--- src/rtl/assert_macros.svh ---
// assertion helpers, clocked on clk_i and disabled while rst_ni is low
`ifndef ASSERT_MACROS_SVH
`define ASSERT_MACROS_SVH

// consequent checked in the same cycle
`define ASSERT_IMP(lbl, ante, cons, msg) \
  lbl: assert property (@(posedge clk_i) disable iff (!rst_ni) (ante) |-> (cons)) \
    else $error(msg);

// consequent checked in the following cycle
`define ASSERT_NXT(lbl, ante, cons, msg) \
  lbl: assert property (@(posedge clk_i) disable iff (!rst_ni) (ante) |=> (cons)) \
    else $error(msg);

`endif

--- src/rtl/fssa_ram.sv ---
`default_nettype none

module fssa_ram #(
  parameter int unsigned WIDTH = 16,
  parameter int unsigned DEPTH = 256
) (
  input  logic                     clk_i,
  input  logic                     we_i,
  input  logic [$clog2(DEPTH)-1:0] waddr_i,
  input  logic [WIDTH-1:0]         wdata_i,
  input  logic                     re_i,
  input  logic [$clog2(DEPTH)-1:0] raddr_i,
  output logic [WIDTH-1:0]         rdata_o
);

  logic [WIDTH-1:0] mem_q [DEPTH];
  logic [WIDTH-1:0] rdata_q;

  always_ff @(posedge clk_i) begin
    if (we_i) begin
      mem_q[waddr_i] <= wdata_i;
    end
    // read data holds until the next read
    if (re_i) begin
      rdata_q <= mem_q[raddr_i];
    end
  end

  assign rdata_o = rdata_q;

endmodule

`default_nettype wire

--- config.mk ---
export PLATFORM = sky130hd
export DESIGN_NAME = fssa_ram
export DESIGN_NICKNAME = d
export VERILOG_FILES = /design/src/rtl/assert_macros.svh /design/src/rtl/fssa_ram.sv
export SDC_FILE = /design/constraint.sdc
export NUM_CORES = 2
export LEC_CHECK = 0
export BUFFER_PORTS_ARGS = -buffer_cell sky130_fd_sc_hd__buf_4
export CORE_ASPECT_RATIO = 0.9
export CORE_MARGIN = 2
export CORE_UTILIZATION = 63
export DETAILED_ROUTE_END_ITERATION = 10
export PLACE_DENSITY = 0.79
export RECOVER_POWER = 25
export SLEW_MARGIN = 20
export SYNTH_ARGS = -nofsm -noshare
export SYNTH_HDL_FRONTEND = slang
export SYNTH_SLANG_ARGS = --single-unit
--- constraint.sdc ---
create_clock -name clk_i -period 2.8 [get_ports clk_i]
set_input_delay 0.28 -clock clk_i [delete_from_list [all_inputs] [get_ports clk_i]]
set_output_delay 0.28 -clock clk_i [all_outputs]
set_load 0.03 [all_outputs]
---- Word level (Yosys, flattened, before mapping) ----
Memories as Yosys holds them, arrays and structs flattened. A register that Yosys moved wholly into a read port is not among the register bits.
Index checks and enable logic that the tools add are counted.
word-level totals
  memory bits (writable) .................. 4,096
  memories kept ........................... 1
  input bits .............................. 35
  logic and storage cells ................. 3
  register bits after elaboration ......... 0
  output and inout bits ................... 16
operators by class
  multiplexer cells ....................... 2
memories
  memory  words  width  read ports  clocked after Yosys merged registers in  write ports  RTL line        source
  mem_q   256    16     1           1                                        1            fssa_ram.sv:16  logic [WIDTH-1:0] mem_q [DEPTH];
operator list
  operator  count
  $mux 1    2

---- Logic depth before layout (Yosys ltp) ----
  depth after elaboration ................. 2
  gate-level depth with buffers ........... 12
  mapped depth without buffers ............ 6

---- Worst setup path before layout ----
Ideal clock, no wire load.
  path kind ............................... input-to-reg
  from .................................... input port raddr_i[0]
  to ...................................... register rdata_q[4] (netlist: rdata_o[4]), read port of mem_q (data pin)
  required time ........................... 2,535 ps
  setup time .............................. 265 ps
  buffers on the path ..................... 3
  arrival ................................. 2,264 ps
  stages on the path ...................... 8
  setup slack ............................. 271 ps
  cell sequence ........................... buf_6 -> buf_6 -> buf_2 -> mux4_2 -> mux4_2 -> a22o_1 -> o32ai_2 -> nor4_2
RTL lines
  element          RTL line        source
  start, declared  fssa_ram.sv:12  input logic [$clog2(DEPTH)-1:0] raddr_i,
  end, declared    fssa_ram.sv:17  logic [WIDTH-1:0] rdata_q;

==> metrics.csv <==
stage,metric,value,unit
timing,rsz0062_at_grt,no,
logic_synthesis,postSynthAreaPerCell,21.6,sq um
logic_synthesis,synth-seq-cells,4112,
timing,worst_slack,-11.4,ps
floorplan,dieArea,256000,sq um
power_and_ir_drop,p_seq_share,53.4,%
power_and_ir_drop,power.switching,0.0275,W
floorplan,start_util,63.5,%
setup_path,critPathLaunchType,flop,
power_and_ir_drop,p_per_area,699,nW/um^2
timing,relSlewSlack,-93.5,%
job,drv_cap,17,
detailed_routing,detail_route.wl_per_cell,36.7,um
timing,max_freq,356,MHz
setup_path,critPathCaptureType,flop,
clocking,worst_skew_pair.late_latency,920,ps
logic_synthesis,postSynthCellCount,7360,
setup_path,crit_slowest_cell,mux4_2,
floorplan,pin_count,51,
cells_and_area,seq_area,123000,sq um
clocking,cts_tree,built,
clocking,cts_buffers,388,
setup_path,crit_path_frequent_cell,mux4_2,
grt,grt_pass1_vias,84600,
cells_and_area,syn_to_final_growth,14.7,%
floorplan,die_w,533,um
clocking,cts.sinks,4112,
grt,antenna_found_initial,24,
power_and_ir_drop,cell_internal_pwr,0.100,W
floorplan,fp.dieH,480,um
logic_synthesis,yosys_warnings,0,
timing,slew_violations,1169,
worst_hold_path,hp-start,waddr_i[3],
detailed_routing,drc,0,
timing,tightest_slew,2900,ps
placed_design,dpl.hpwl,258,mm
cells_and_area,drive_gt1_share,28.1,%
logic_synthesis,ys_async_sr_fraction,0,%
status,failed_checks,"capacitance limit, slew limit, setup timing",
clocking,ctsRootBufferMaster,clkbuf_16,
floorplan,core-area,250000,sq um
cells_and_area,multi_input_area,32900,sq um
power_and_ir_drop,leakage,59.1,nW
worst_hold_path,hold_class,primary input to flop,
grt,grt_usage,34.4,%
detailed_routing,vias_per_cell,7.10,
floorplan,row_count,174,
cells_and_area,final_core_util,72.8,%
setup_path,cp.required,3430,ps
logic_synthesis,syn-cell-area,159000,sq um
clocking,clockBufferDepth,4,
grt,gr-total-overflow,0,
timing,final-hold-violation-count,0,
timing,post-route-min-period,2810,ps
setup_path,crit_chain,mux4_2 -> mux4_2 -> a22o_1 -> o32ai_4 -> buf_4 -> nor4_1,
power_and_ir_drop,p_clk_share,41.0,%
logic_synthesis,synth_edf_count,4112,
timing,setup_viol,2,
clocking,clk_pin_slew,60,ps
setup_path,cp.arrival,3440,ps
timing,finalCritPeriodShare,100,%
detailed_routing,drtAntennaViolNets,0,
setup_path,rr_startpoint,mem_q[51][12],
setup_path,max_stage_delay,510,ps
cells_and_area,n_fill_cell,13400,
timing,skew,45.7,ps
detailed_routing,vias,84900,
status,status,finished with violations,
grt,grt_start_max_net_pins,109,
logic_synthesis,syn-num-nets,7395,
power_and_ir_drop,irDropWorstVdd,708,uV
setup_path,crit_path_max_fanout,1,
placed_design,place.gp.congestion,0.943,
power_and_ir_drop,switching_share,21.6,%
placed_design,portBuffers,50,
logic_synthesis,synth-main-ff-cell,edfxtp_1,
logic_synthesis,synth.distinct_cells,51,
power_and_ir_drop,power,0.127,W
clocking,cts_max_level,5,
detailed_routing,first_iter_violations,14600,
setup_path,startpoint,mem_q[51][12],
setup_path,worstSetupPathType,flop to flop,
cells_and_area,nets,8324,
detailed_routing,routed_wl,439,mm
detailed_routing,dr.pass1.iters,8,
clocking,cts_setup_buffers,0,
logic_synthesis,yosysSeqAreaShare,77.7,%
grt,grt_pass1_wl,623,mm
power_and_ir_drop,power.share.combinational,5.7,%
final timing paths:
path	endpoint	slack, ps	cells past startpoint
worst max register to register	rdata_o[12]	-10	6
worst max-delay path	rdata_o[12]	-10	6
worst min register to register	rdata_o[15]	1210	6
worst min-delay path	mem_q[46][3]	140	3
kinds of logic (layout without fill, tap and decap cells):
kind of cell	count (synthesis)	in the layout	share of synthesized area, %
other cells	0	19	0
mux	1450	1450	15.5
flops	4112	4112	77.7
buf+inv	456	1704	1.69
compound gates	786	786	3.53
simple gates	556	556	1.57
sequential cells by signal, indices dropped and copies added, names as in the netlist:
signal	cells
mem_q	4096
rdata_o	16
cell usage in the layout (no fill, tap or decap), types with 25 or more instances in the layout:
cell type,count
a22oi_1,41
nand4_1,26
mux2i_1,565
nand3_1,29
edfxtp_1,4112
mux2_2,88
a21oi_1,175
mux4_2,797
bufinv_16,39
a221oi_1,25
clkbuf_16,391
nor2_1,299
buf_4,780
o22ai_1,148
o21ai_0,37
a22o_1,31
nand2_1,38
clkbuf_1,92
nor3_1,89
o221ai_1,252
buf_12,140
clkinv_1,94
clkinv_2,66
cell type report:
type | instances | share of cell area (%)
clock inverter | 246 | 1.32
timing repair buffer | 991 | 5.03
inverter | 4 | 0.0151
antenna | 19 | 0.0261
tap | 3344 | 2.30
multi-input combinational | 2792 | 18.0
clock buffer | 463 | 5.52
sequential | 4112 | 67.8
synth_stat cells, types with 4 or more instances:
cell type  number  area share (%)
nand4_1        26            0.10
mux2_2         88            0.62
or2_2           4           0.016
nand2_1        38           0.090
clkbuf_1      230            0.54
buf_4          26            0.12
buf_8          11            0.10
a2111oi_0       6           0.033
mux4_2        797              11
nand3_1        35            0.11
buf_12          5           0.063
mux2i_1       565             3.6
nor3_1         92            0.29
a221oi_1       28            0.15
a22oi_1        43            0.20
buf_6          77            0.55
o221ai_1      252             1.4
nor4_1         17           0.067
nor2b_1         9           0.035
a31oi_1         6           0.024
and3_1         11           0.043
o21ai_0        37            0.12
a21oi_1       175            0.55
edfxtp_1     4112              78
o32ai_1        20            0.11
o22ai_1       148            0.58
a22o_1         32            0.18
buf_1          27           0.064
nor2_1        304            0.72
buf_2          76            0.24
a211oi_1       18           0.085
o31ai_1        16           0.076
what timing repair did:
action / in CTS / in global routing
hold buffers: 17 / 0
pin swaps: 0 / 2
endpoints found under the hold margin: 1006 / 0
setup endpoints to repair: 5 / 8
resized for setup: 8 / 7
stage by stage:
| stage | hold slack, ps | worst slack [ps] | std cells | TNS, ps | cell area [sq um] |
|---|---|---|---|---|---|
| 2_1_floorplan | 379 | 271 | 7360 | 0 | 159000 |
| 5_1_grt | 151 | 1.33 | 12000 | 0 | 182000 |
| 3_3_place_gp | 702 | -982 | 11200 | -9690 | 170000 |
| 4_1_cts | 45.3 | 14.7 | 12000 | 0 | 183000 |
| 6_report | 140 | -11.4 | 12000 | -15.3 | 182000 |
| 3_5_place_dp | 712 | -1030 | 11200 | -10050 | 170000 |
worst max-delay path: cells and delay by family (launching register included):
kind	cells	cell delay [ps]
compound gates	2	890
buf+inv	1	190
flops	1	400
mux	2	1010
simple gates	1	40
layer usage:
layer | global-route usage [%] | vias to the layer above | part of all wire (%)
met4 | 14.0 | 8 | 4.8
met1 | 47.6 | 43600 | 34
met3 | 8.79 | 1075 | 14
li1 | - | 33100 | -
met5 | 0 | - | 0.011
met2 | 53.2 | 7081 | 47
power groups by stage:
stage	Sequential, W	Clock (W)	Combinational [W]
floorplan	0.0693	0	0.00335
global placement	0.0693	0	0.00676
detailed placement	0.0693	0	0.00694
CTS	0.0680	0.0524	0.00710
global route	0.0680	0.0545	0.00742
finish	0.0680	0.0522	0.00724
No activity file was read; power rests on OpenSTA's default activity.
